## config.mk

```make
export PLATFORM = sky130hd
export DESIGN_NAME = float_to_word_round_convert_top_flat
export DESIGN_NICKNAME = d
export VERILOG_FILES = /design/src/rtl/ftw_pkg.sv /design/src/rtl/ftw_stream_if.sv /design/src/rtl/float_to_word_round_convert_top.sv /design/src/flat_wrapper.sv
export SDC_FILE = /design/constraint.sdc
export NUM_CORES = 1
export LEC_CHECK = 0
export BUFFER_PORTS_ARGS = -buffer_cell sky130_fd_sc_hd__buf_2
export CORE_UTILIZATION = 55
export DETAILED_ROUTE_END_ITERATION = 12
export GPL_TIMING_DRIVEN = 0
export PLACE_DENSITY = 0.74
export RECOVER_POWER = 100
export SYNTH_ARGS = -nofsm -noshare
export SYNTH_HDL_FRONTEND = slang
export SYNTH_SLANG_ARGS = --single-unit
```

## constraint.sdc

```tcl
create_clock -name clk -period 14.6 [get_ports clk]
set_input_delay 2.92 -clock clk [delete_from_list [all_inputs] [get_ports clk]]
set_output_delay 2.92 -clock clk [all_outputs]
set_load 0.01 [all_outputs]
```

## src/rtl/ftw_pkg.sv

```systemverilog
// Package: constants and types for the float-to-word converter.
`default_nettype none
package ftw_pkg;
  localparam int unsigned OPERAND_W = 64;
  localparam int unsigned WORD_W = 32;
  localparam int unsigned RMODE_W = 2;

  typedef enum logic [1:0] {
    RM_NEAREST = 2'd0,
    RM_ZERO    = 2'd1,
    RM_PLUS    = 2'd2,
    RM_MINUS   = 2'd3
  } rmode_t;

  localparam logic [WORD_W-1:0] WORD_MAX = 32'h7FFF_FFFF;
  localparam logic [32:0] NEG_LIMIT = 33'h0_8000_0000;
  localparam logic [32:0] POS_LIMIT = 33'h0_7FFF_FFFF;

  // Unpacked operand: 53-bit significand, 12-bit exponent biased by 1023
  typedef struct packed {
    logic        neg;
    logic        special;
    logic [52:0] mant;
    logic [11:0] ex;
  } unpack_t;

  typedef struct packed {
    logic        neg;
    logic        special;
    logic [32:0] ip;
    logic        half;
    logic        sticky;
  } align_t;
endpackage
`default_nettype wire

```

## src/rtl/ftw_stream_if.sv

```systemverilog
// Interfaces: valid/ready channels for operands and results.
`default_nettype none
interface ftw_in_if;
  logic        valid;
  logic        ready;
  logic        operation;
  logic [63:0] operand;
  modport source (output valid, output operation, output operand, input ready);
  modport sink (input valid, input operation, input operand, output ready);
endinterface

interface ftw_out_if;
  logic               valid;
  logic               ready;
  logic signed [31:0] word_value;
  logic               invalid;
  modport source (output valid, output word_value, output invalid, input ready);
  modport sink (input valid, input word_value, input invalid, output ready);
endinterface
`default_nettype wire

```

## src/rtl/float_to_word_round_convert_top.sv

```systemverilog
// Top level: pipelined IEEE-754 to int32 converter with rounding modes.
//
//   channel | dir | beat contents
//   in_     | in  | operation, operand
//   out_    | out | word_value, invalid
//   cfg_    | in  | rounding_mode (write enable + data)
//
// Four register stages (unpack, align, round, range); one beat per cycle while out_ is not stalled.
// rst_n clears the stage valid bits and sets the rounding mode to nearest even.
// A stall on out_ holds every full stage; bubbles collapse.
`default_nettype none
module float_to_word_round_convert_top (
  input  wire logic clk,
  input  wire logic rst_n,
  ftw_in_if.sink    in_ch,
  ftw_out_if.source out_ch,
  input  wire logic cfg_we,
  input  wire logic [ftw_pkg::RMODE_W-1:0] cfg_data
);
  import ftw_pkg::*;

  logic [RMODE_W-1:0] rmode_r;
  logic v1_r, v2_r, v3_r, v4_r;
  logic adv1, adv2, adv3, adv4;
  unpack_t s1_r, s1_nxt;
  align_t  s2_r, s2_nxt;
  logic        s3_neg_r, s3_bad_r;
  logic [33:0] s3_mag_r;
  logic [33:0] mag_nxt;
  logic        inc;
  logic signed [WORD_W-1:0] s4_val_r, val_nxt;
  logic s4_inv_r, inv_nxt;

  always_ff @(posedge clk) begin
    if (!rst_n) rmode_r <= RM_NEAREST;
    else if (cfg_we) rmode_r <= cfg_data;
  end

  assign adv4 = !v4_r || out_ch.ready;
  assign adv3 = !v3_r || adv4;
  assign adv2 = !v2_r || adv3;
  assign adv1 = !v1_r || adv2;
  assign in_ch.ready = adv1;

  always_ff @(posedge clk) begin
    if (!rst_n) begin
      v1_r <= 1'b0; v2_r <= 1'b0; v3_r <= 1'b0; v4_r <= 1'b0;
    end else begin
      if (adv1) v1_r <= in_ch.valid;
      if (adv2) v2_r <= v1_r;
      if (adv3) v3_r <= v2_r;
      if (adv4) v4_r <= v3_r;
    end
  end

  // Stage 1: unpack
  always_comb begin
    s1_nxt = '0;
    if (in_ch.operation) begin
      s1_nxt.neg = in_ch.operand[63];
      s1_nxt.special = &in_ch.operand[62:52];
      s1_nxt.mant = {(|in_ch.operand[62:52]), in_ch.operand[51:0]};
      s1_nxt.ex = (|in_ch.operand[62:52]) ? {1'b0, in_ch.operand[62:52]} : 12'd1;
    end else begin
      s1_nxt.neg = in_ch.operand[31];
      s1_nxt.special = &in_ch.operand[30:23];
      s1_nxt.mant = {(|in_ch.operand[30:23]), in_ch.operand[22:0], 29'd0};
      s1_nxt.ex = (|in_ch.operand[30:23]) ? {4'd0, in_ch.operand[30:23]} + 12'd896
                                          : 12'd897;
    end
  end

  always_ff @(posedge clk) if (adv1) s1_r <= s1_nxt;

  // Stage 2: align; significand scaled as 1.52 at exponent ex-1023
  logic [12:0] e_unb;
  logic [84:0] wide;
  logic [6:0]  lsh;
  always_comb begin
    s2_nxt = '0;
    s2_nxt.neg = s1_r.neg;
    e_unb = {1'b0, s1_r.ex} - 13'd1023;
    wide = '0;
    lsh = '0;
    if (s1_r.special || (!e_unb[12] && e_unb[11:0] >= 12'd32)) begin
      s2_nxt.special = 1'b1;
    end else if (e_unb[12] && e_unb < 13'h1FFF) begin
      s2_nxt.ip = '0;
      s2_nxt.half = 1'b0;
      s2_nxt.sticky = |s1_r.mant;
    end else begin
      // e in [-1, 31]: shift left by e+1, integer part at bits 84:53
      lsh = e_unb[6:0] + 7'd1;
      wide = {32'd0, s1_r.mant} << lsh;
      s2_nxt.ip = {1'b0, wide[84:53]};
      s2_nxt.half = wide[52];
      s2_nxt.sticky = |wide[51:0];
    end
  end

  always_ff @(posedge clk) if (adv2) s2_r <= s2_nxt;

  // Stage 3: round
  always_comb begin
    unique case (rmode_t'(rmode_r))
      RM_NEAREST: inc = s2_r.half && (s2_r.sticky || s2_r.ip[0]);
      RM_PLUS:    inc = !s2_r.neg && (s2_r.half || s2_r.sticky);
      RM_MINUS:   inc = s2_r.neg && (s2_r.half || s2_r.sticky);
      default:    inc = 1'b0;
    endcase
    mag_nxt = {1'b0, s2_r.ip} + {33'd0, inc};
  end

  always_ff @(posedge clk) begin
    if (adv3) begin
      s3_neg_r <= s2_r.neg;
      s3_bad_r <= s2_r.special;
      s3_mag_r <= mag_nxt;
    end
  end

  // Stage 4: range check and sign
  always_comb begin
    inv_nxt = s3_bad_r ||
              (s3_neg_r && s3_mag_r > {1'b0, NEG_LIMIT}) ||
              (!s3_neg_r && s3_mag_r > {1'b0, POS_LIMIT});
    if (inv_nxt) val_nxt = WORD_MAX;
    else if (s3_neg_r) val_nxt = 32'd0 - s3_mag_r[31:0];
    else val_nxt = s3_mag_r[31:0];
  end

  always_ff @(posedge clk) begin
    if (adv4) begin
      s4_val_r <= val_nxt;
      s4_inv_r <= inv_nxt;
    end
  end

  assign out_ch.valid = v4_r;
  assign out_ch.word_value = s4_val_r;
  assign out_ch.invalid = s4_inv_r;
endmodule
`default_nettype wire

```

## src/flat_wrapper.sv

```systemverilog
// flat-port wrapper written by rule: the top's interface ports become plain ports
module float_to_word_round_convert_top_flat import ftw_pkg::*;
  (clk, rst_n, cfg_we, cfg_data, in_ch_valid, in_ch_operation, in_ch_operand, in_ch_ready, out_ch_valid, out_ch_word_value, out_ch_invalid, out_ch_ready);
  ftw_in_if in_ch_i ();
  ftw_out_if out_ch_i ();
  input  wire logic clk;
  input  wire logic rst_n;
  input  wire logic cfg_we;
  input  wire logic [ftw_pkg::RMODE_W-1:0] cfg_data;
  input wire logic [$bits(in_ch_i.valid)-1:0] in_ch_valid;
  input wire logic [$bits(in_ch_i.operation)-1:0] in_ch_operation;
  input wire logic [$bits(in_ch_i.operand)-1:0] in_ch_operand;
  output wire logic [$bits(in_ch_i.ready)-1:0] in_ch_ready;
  output wire logic [$bits(out_ch_i.valid)-1:0] out_ch_valid;
  output wire logic [$bits(out_ch_i.word_value)-1:0] out_ch_word_value;
  output wire logic [$bits(out_ch_i.invalid)-1:0] out_ch_invalid;
  input wire logic [$bits(out_ch_i.ready)-1:0] out_ch_ready;
  assign in_ch_i.valid = in_ch_valid;
  assign in_ch_i.operation = in_ch_operation;
  assign in_ch_i.operand = in_ch_operand;
  assign in_ch_ready = in_ch_i.ready;
  assign out_ch_valid = out_ch_i.valid;
  assign out_ch_word_value = out_ch_i.word_value;
  assign out_ch_invalid = out_ch_i.invalid;
  assign out_ch_i.ready = out_ch_ready;
  float_to_word_round_convert_top u_core (.clk(clk), .rst_n(rst_n), .in_ch(in_ch_i), .out_ch(out_ch_i), .cfg_we(cfg_we), .cfg_data(cfg_data));
endmodule
```

* After elaboration in Yosys (flattened, before gate mapping)
Cells that the tools add are included.
Cells by class: reduce and logical (&&, ||, !) cells 31, muxes and demuxes 7, magnitude comparators 4, eq/ne operators 2, add/subtract/negate cells 5, shift operators 1
Operator list (number):
- 53-bit by 7-bit << shifter with 85-bit output | 1
- 67-bit two-way mux | 1
- 53-bit OR reduction | 1
- 52-bit OR reduction | 1
- 33-bit by 1-bit adder with 34-bit output | 1
- 34-bit by 31-bit > comparator with 1-bit output (second input constant) | 1
- 34-bit by 32-bit > comparator with 1-bit output (second input constant) | 1
- 32-bit two-way mux | 1
- 1-bit by 32-bit subtractor with 32-bit output (first input constant) | 1
- 13-bit less-than comparator (second input constant) | 1
- 12-bit by 10-bit subtractor with 13-bit output (second input constant) | 1
- 12-bit by 6-bit greater-or-equal comparator with 1-bit output (second input constant) | 1
- 12-bit two-way mux | 1
- 8-bit by 10-bit adder with 11-bit output (second input constant) | 1
- 11-bit two-way mux | 1
- 11-bit AND reduction | 1
- 11-bit OR reduction | 1
- 1-bit logical OR | 9
- 8-bit AND reduction | 1
- 8-bit OR reduction | 1
- 7-bit by 1-bit adder with 7-bit output (second input constant) | 1
- 1-bit logical AND | 7
- 1-bit zero test | 7
- 2-bit equality test (second input constant) | 2
- 4 further kinds | 5
Word-level totals: register bits after elaboration 179, input bits 72, logic and storage cells 71, output and inout bits 35

* Logic depth before layout (Yosys ltp)
depth after elaboration 5, gate-level depth with buffers 20, gate-level depth less buffers 12

* Least setup slack after synthesis
Ideal clock, no wire load.
kind input-to-output, start in out_ch_ready, end out in_ch_ready, buffers on the path 0, required time 11.680 ns, data arrival time 4.669 ns, stages on the path 3, path slack 7.011 ns, cell sequence nor2b_1 > and3_1 > nand2_1
On the way: longest elaborated chain between the ends 4
Ends and longest elaborated chain:
- from (decl) | line flat_wrapper.sv:17 | input wire logic [$bits(out_ch_i.ready)-1:0] out_ch_ready;
- 1-bit logical OR | line float_to_word_round_convert_top.sv:39 | assign adv4 = !v4_r || out_ch.ready;
- 1-bit logical OR | line float_to_word_round_convert_top.sv:40 | assign adv3 = !v3_r || adv4;
- 1-bit logical OR | line float_to_word_round_convert_top.sv:41 | assign adv2 = !v2_r || adv3;
- 1-bit logical OR | line float_to_word_round_convert_top.sv:42 | assign adv1 = !v1_r || adv2;
- to (decl) | line flat_wrapper.sv:13 | output wire logic [$bits(in_ch_i.ready)-1:0] in_ch_ready;
No other way between the ends.

* Final worst setup path
Ends and elaborated chain as after synthesis.

==> results.sh <==
export IMPL_outcome="finished, violations left"
export IMPL_violations="DRC, capacitance limit, slew limit"
export IMPL_die_h_microns=152
export IMPL_power_density_mw_per_mm2=132
export IMPL_yosysWarnings=0
export IMPL_vias=10600
export IMPL_path_clk_slew_ps=80
export IMPL_syn_area_per_cell_sq_um=10.7
export IMPL_antenna_found_initial=0
export IMPL_ys_seq_elements=176
export IMPL_yosys_top_cells_area="edfxtp_1, mux4_2, mux2_2, mux2i_1, nor2_1"
export IMPL_slew_violations=43
export IMPL_areaGrowthSynthToFinish_pct=11.2
export IMPL_synthMuxAreaShare_pct=19.3
export IMPL_hold_start="u_core.s1_r[66]"
export IMPL_drc_errors=12
export IMPL_critPathMaxFanout=42
export IMPL_p_int_uw=1110
export IMPL_drtAntennaViolNets=0
export IMPL_synth_cell_type_count=80
export IMPL_max_slew_margin_pct=-41.4
export IMPL_root_buffer="clkbuf_16"
export IMPL_cp_arrival_ps=5950
export IMPL_synth_xor_area_share_pct=4.89
export IMPL_drive_gt1_share_pct=17.5
export IMPL_ys_async_sr_fraction_pct=0
export IMPL_yosys_most_used_dff="edfxtp_1"
export IMPL_wl_mm=39.8
export IMPL_dp_cells=1549
export IMPL_fin_tns_setup_ps=0
export IMPL_synthSimpleGateAreaFrac_pct=17.8
export IMPL_syn_cell_area_sq_mm=0.0124
export IMPL_min_period_ps=8870
export IMPL_synth_area_leader_cell="edfxtp_1"
export IMPL_synth_compound_area_share_pct=12.0
export IMPL_hpwl_mm=31.0
export IMPL_switchingPower_uw=711
export IMPL_cts_tree="built"
export IMPL_drt_pass1_iterations=10
export IMPL_pwr_share_seq_pct=36.0
export IMPL_netlist_instances=1163
export IMPL_postCtsSetupRepairBufs=0
export IMPL_clockBufferDepth=2
export IMPL_critPathLaunch="out_ch_ready"
export IMPL_hold_class="register to register"
export IMPL_r2r_start="u_core.s1_r[0]"
export IMPL_synthesis_nets=1240
export IMPL_ir_drop_v=0.0000790
export IMPL_fin_crit_sh_pct=60.8
export IMPL_synth_fa_ha_area_share_pct=0.504
export IMPL_dieWidth_microns=152
export IMPL_p_clk_share_pct=26.3
export IMPL_critPathKind="input pin to output pin"
export IMPL_leakage_uw=0.00516
export IMPL_grt_pass1_vias=10300
export IMPL_design_die_area_sq_mm=0.0232
export IMPL_ios=107
export IMPL_drtIter0Drc=1180
export IMPL_design_core_area_sq_mm=0.0220
export IMPL_setup_viol_count_final=0
export IMPL_htreeDepth=4
export IMPL_max_cap_violations=1
export IMPL_wl_per_cell_microns=25.2
export IMPL_cts_buffers=17
export IMPL_hold_violations=0
export IMPL_switching_share_pct=39.0
export IMPL_cts_resized=0
export IMPL_synth_top_area_share_pct=41.2
export IMPL_nets=1366
export IMPL_synth_edf_count=170
export IMPL_globalRoute_totalOverflow=0
export IMPL_clock_sinks=176
export IMPL_start_kind="input pin"
export IMPL_start_util_pct=56.5
export IMPL_crit_path_end_kind="output pin"
export IMPL_grt_pass1_wl_mm=60.7
export IMPL_worstSkewPairLatency_ps=460
export IMPL_layoutNonFillerInstCount=1583
export IMPL_postCtsHoldBufs=0
export IMPL_worstPathRequired_ps=11680
export IMPL_combPwrFrac_pct=37.7
export IMPL_track_usage_pct=35.3
export IMPL_globalplace_congestion=1.05
export IMPL_worst_slew_pin_transition_ps=2120
export IMPL_yosysSeqAreaShare_pct=42.1
export IMPL_rsz0062_at_grt="no"
export IMPL_grt_max_degree=43
export IMPL_fmax_mhz=113
export IMPL_placementRows=54
export IMPL_synth_top_family_by_area="multiplexers"
export IMPL_timing_clock_skew_ps=22.8
export IMPL_port_buffers=105
export IMPL_avgViaCountPerCell=6.71
export IMPL_num_fill_cells=1792
cell usage in the layout, fill, tap and decap left out, types with 8 or more instances in the layout:
cell / Yosys / final
and2_0: 1 / 19
or3_1: 8 / 9
nor2_1: 118 / 119
clkbuf_1: 41 / 97
and3_1: 8 / 8
a21oi_1: 42 / 42
or4_1: 7 / 9
o21ai_0: 51 / 51
o31ai_1: 9 / 9
xor2_1: 37 / 37
a211oi_1: 11 / 12
edfxtp_1: 170 / 170
inv_1: 14 / 14
xnor2_1: 27 / 27
a22oi_1: 11 / 11
mux2_2: 53 / 49
buf_2: 15 / 74
mux4_2: 59 / 59
nand3_1: 34 / 34
nand2_1: 113 / 114
nor3_1: 24 / 24
o211ai_1: 13 / 13
nor4_1: 22 / 22
clkbuf_16: 0 / 18
nor2b_1: 14 / 14
and2_1: 39 / 21
nand4_1: 27 / 27
a31oi_1: 11 / 11
buf_1: 13 / 9
o22ai_1: 14 / 14
mux2i_1: 46 / 46
cells in the mapped netlist (all sizes together) (4+ instances only):
cell / n
a211oi: 12
nand2b: 6
xor2: 37
o21ai: 52
mux2: 54
a2bb2oi: 4
nor2: 119
a22oi: 11
nor4: 22
o221ai: 5
nand3: 35
o22ai: 14
buf: 36
and3: 8
mux2i: 46
o211ai: 13
nand4: 28
and2: 40
o31ai: 9
a31oi: 11
mux4: 59
nor2b: 14
a21oi: 42
ha: 5
o21a: 7
nor3: 24
edfxtp: 170
or4b: 4
or3: 9
nand2: 116
xnor2: 27
dfxtp: 6
o41ai: 6
or4: 9
clkbuf: 41
inv: 15
final timing paths:
path	end	slack, ps	depth (start not counted)
setup reg to reg	u_core.s2_r[0]	6710	19
hold reg to reg	u_core.s2_r[36]	420	0
setup / recovery	in_ch_ready	5730	6
hold / removal	u_core.s2_r[36]	420	0
power by group through the flow:
stage,Clock [uW],Sequential (uW),Combinational [uW]
after floorplan,0,671,445
after global placement,0,665,683
after detailed placement,0,666,676
after CTS,483,655,678
after global routing,503,662,724
final,481,657,687
layout make-up:
cell class / instances / area [sq um] / share of cell area [%]
sequential: 176 / 5230 / 37.9
antenna: 1 / 2.50 / 0.0182
inverter: 15 / 56.3 / 0.408
timing repair buffer: 107 / 487 / 3.53
clock inverter: 14 / 184 / 1.33
buffer: 77 / 315 / 2.29
tap: 280 / 350 / 2.54
multi-input combinational: 895 / 6720 / 48.7
clock buffer: 18 / 450 / 3.27
cell families after synthesis:
kind of cell	count (synthesis)
compound gates	221
fa+ha+maj	5
mux	159
flops	176
simple gates	444
buf+inv	92
xor+xnor	66
per-stage QoR:
stage / instance area (sq um) / total power (uW) / hold slack [ps] / setup slack, ps / util (%)
global route: 13800 / 1890 / 429 / 5410 / 62.8
floorplan: 12400 / 1120 / 400 / 7010 / -
CTS: 13900 / 1820 / 417 / 7150 / 63.5
detailed placement: 13300 / 1340 / 405 / 7170 / 60.6
global placement: 13300 / 1350 / 402 / 6010 / 60.5
finish: 13800 / 1820 / 416 / 5730 / 62.8
worst max-delay path, stage by stage:
cell and delay [ps]:
buf_2 70, nor2b_1 70, and3_1 240, nand2_1 790, clkbuf_1 1590, clkbuf_1 240
per-layer routing:
metal	vias up	share of wire, %	GRT usage, %	wire, microns
met3	189	9.3	6.26	3700
met4	0	6.8	23.0	2720
li1	4738	-	-	-
met5	-	0	0	0
met2	770	48	59.6	19100
met1	4918	36	41.6	14300
sequential cells by signal, indices dropped and copies added (netlist names):
signal	count
u_core.out_ch.valid	1
u_core.s2_r	36
u_core.s1_r	66
u_core.v2_r	1
u_core.s3_bad_r	1
u_core.rmode_r	2
u_core.s3_mag_r	33
u_core.out_ch.word_value	32
u_core.v3_r	1
u_core.v1_r	1
u_core.out_ch.invalid	1
u_core.s3_neg_r	1
No activity file was read; power rests on OpenSTA's default activity.
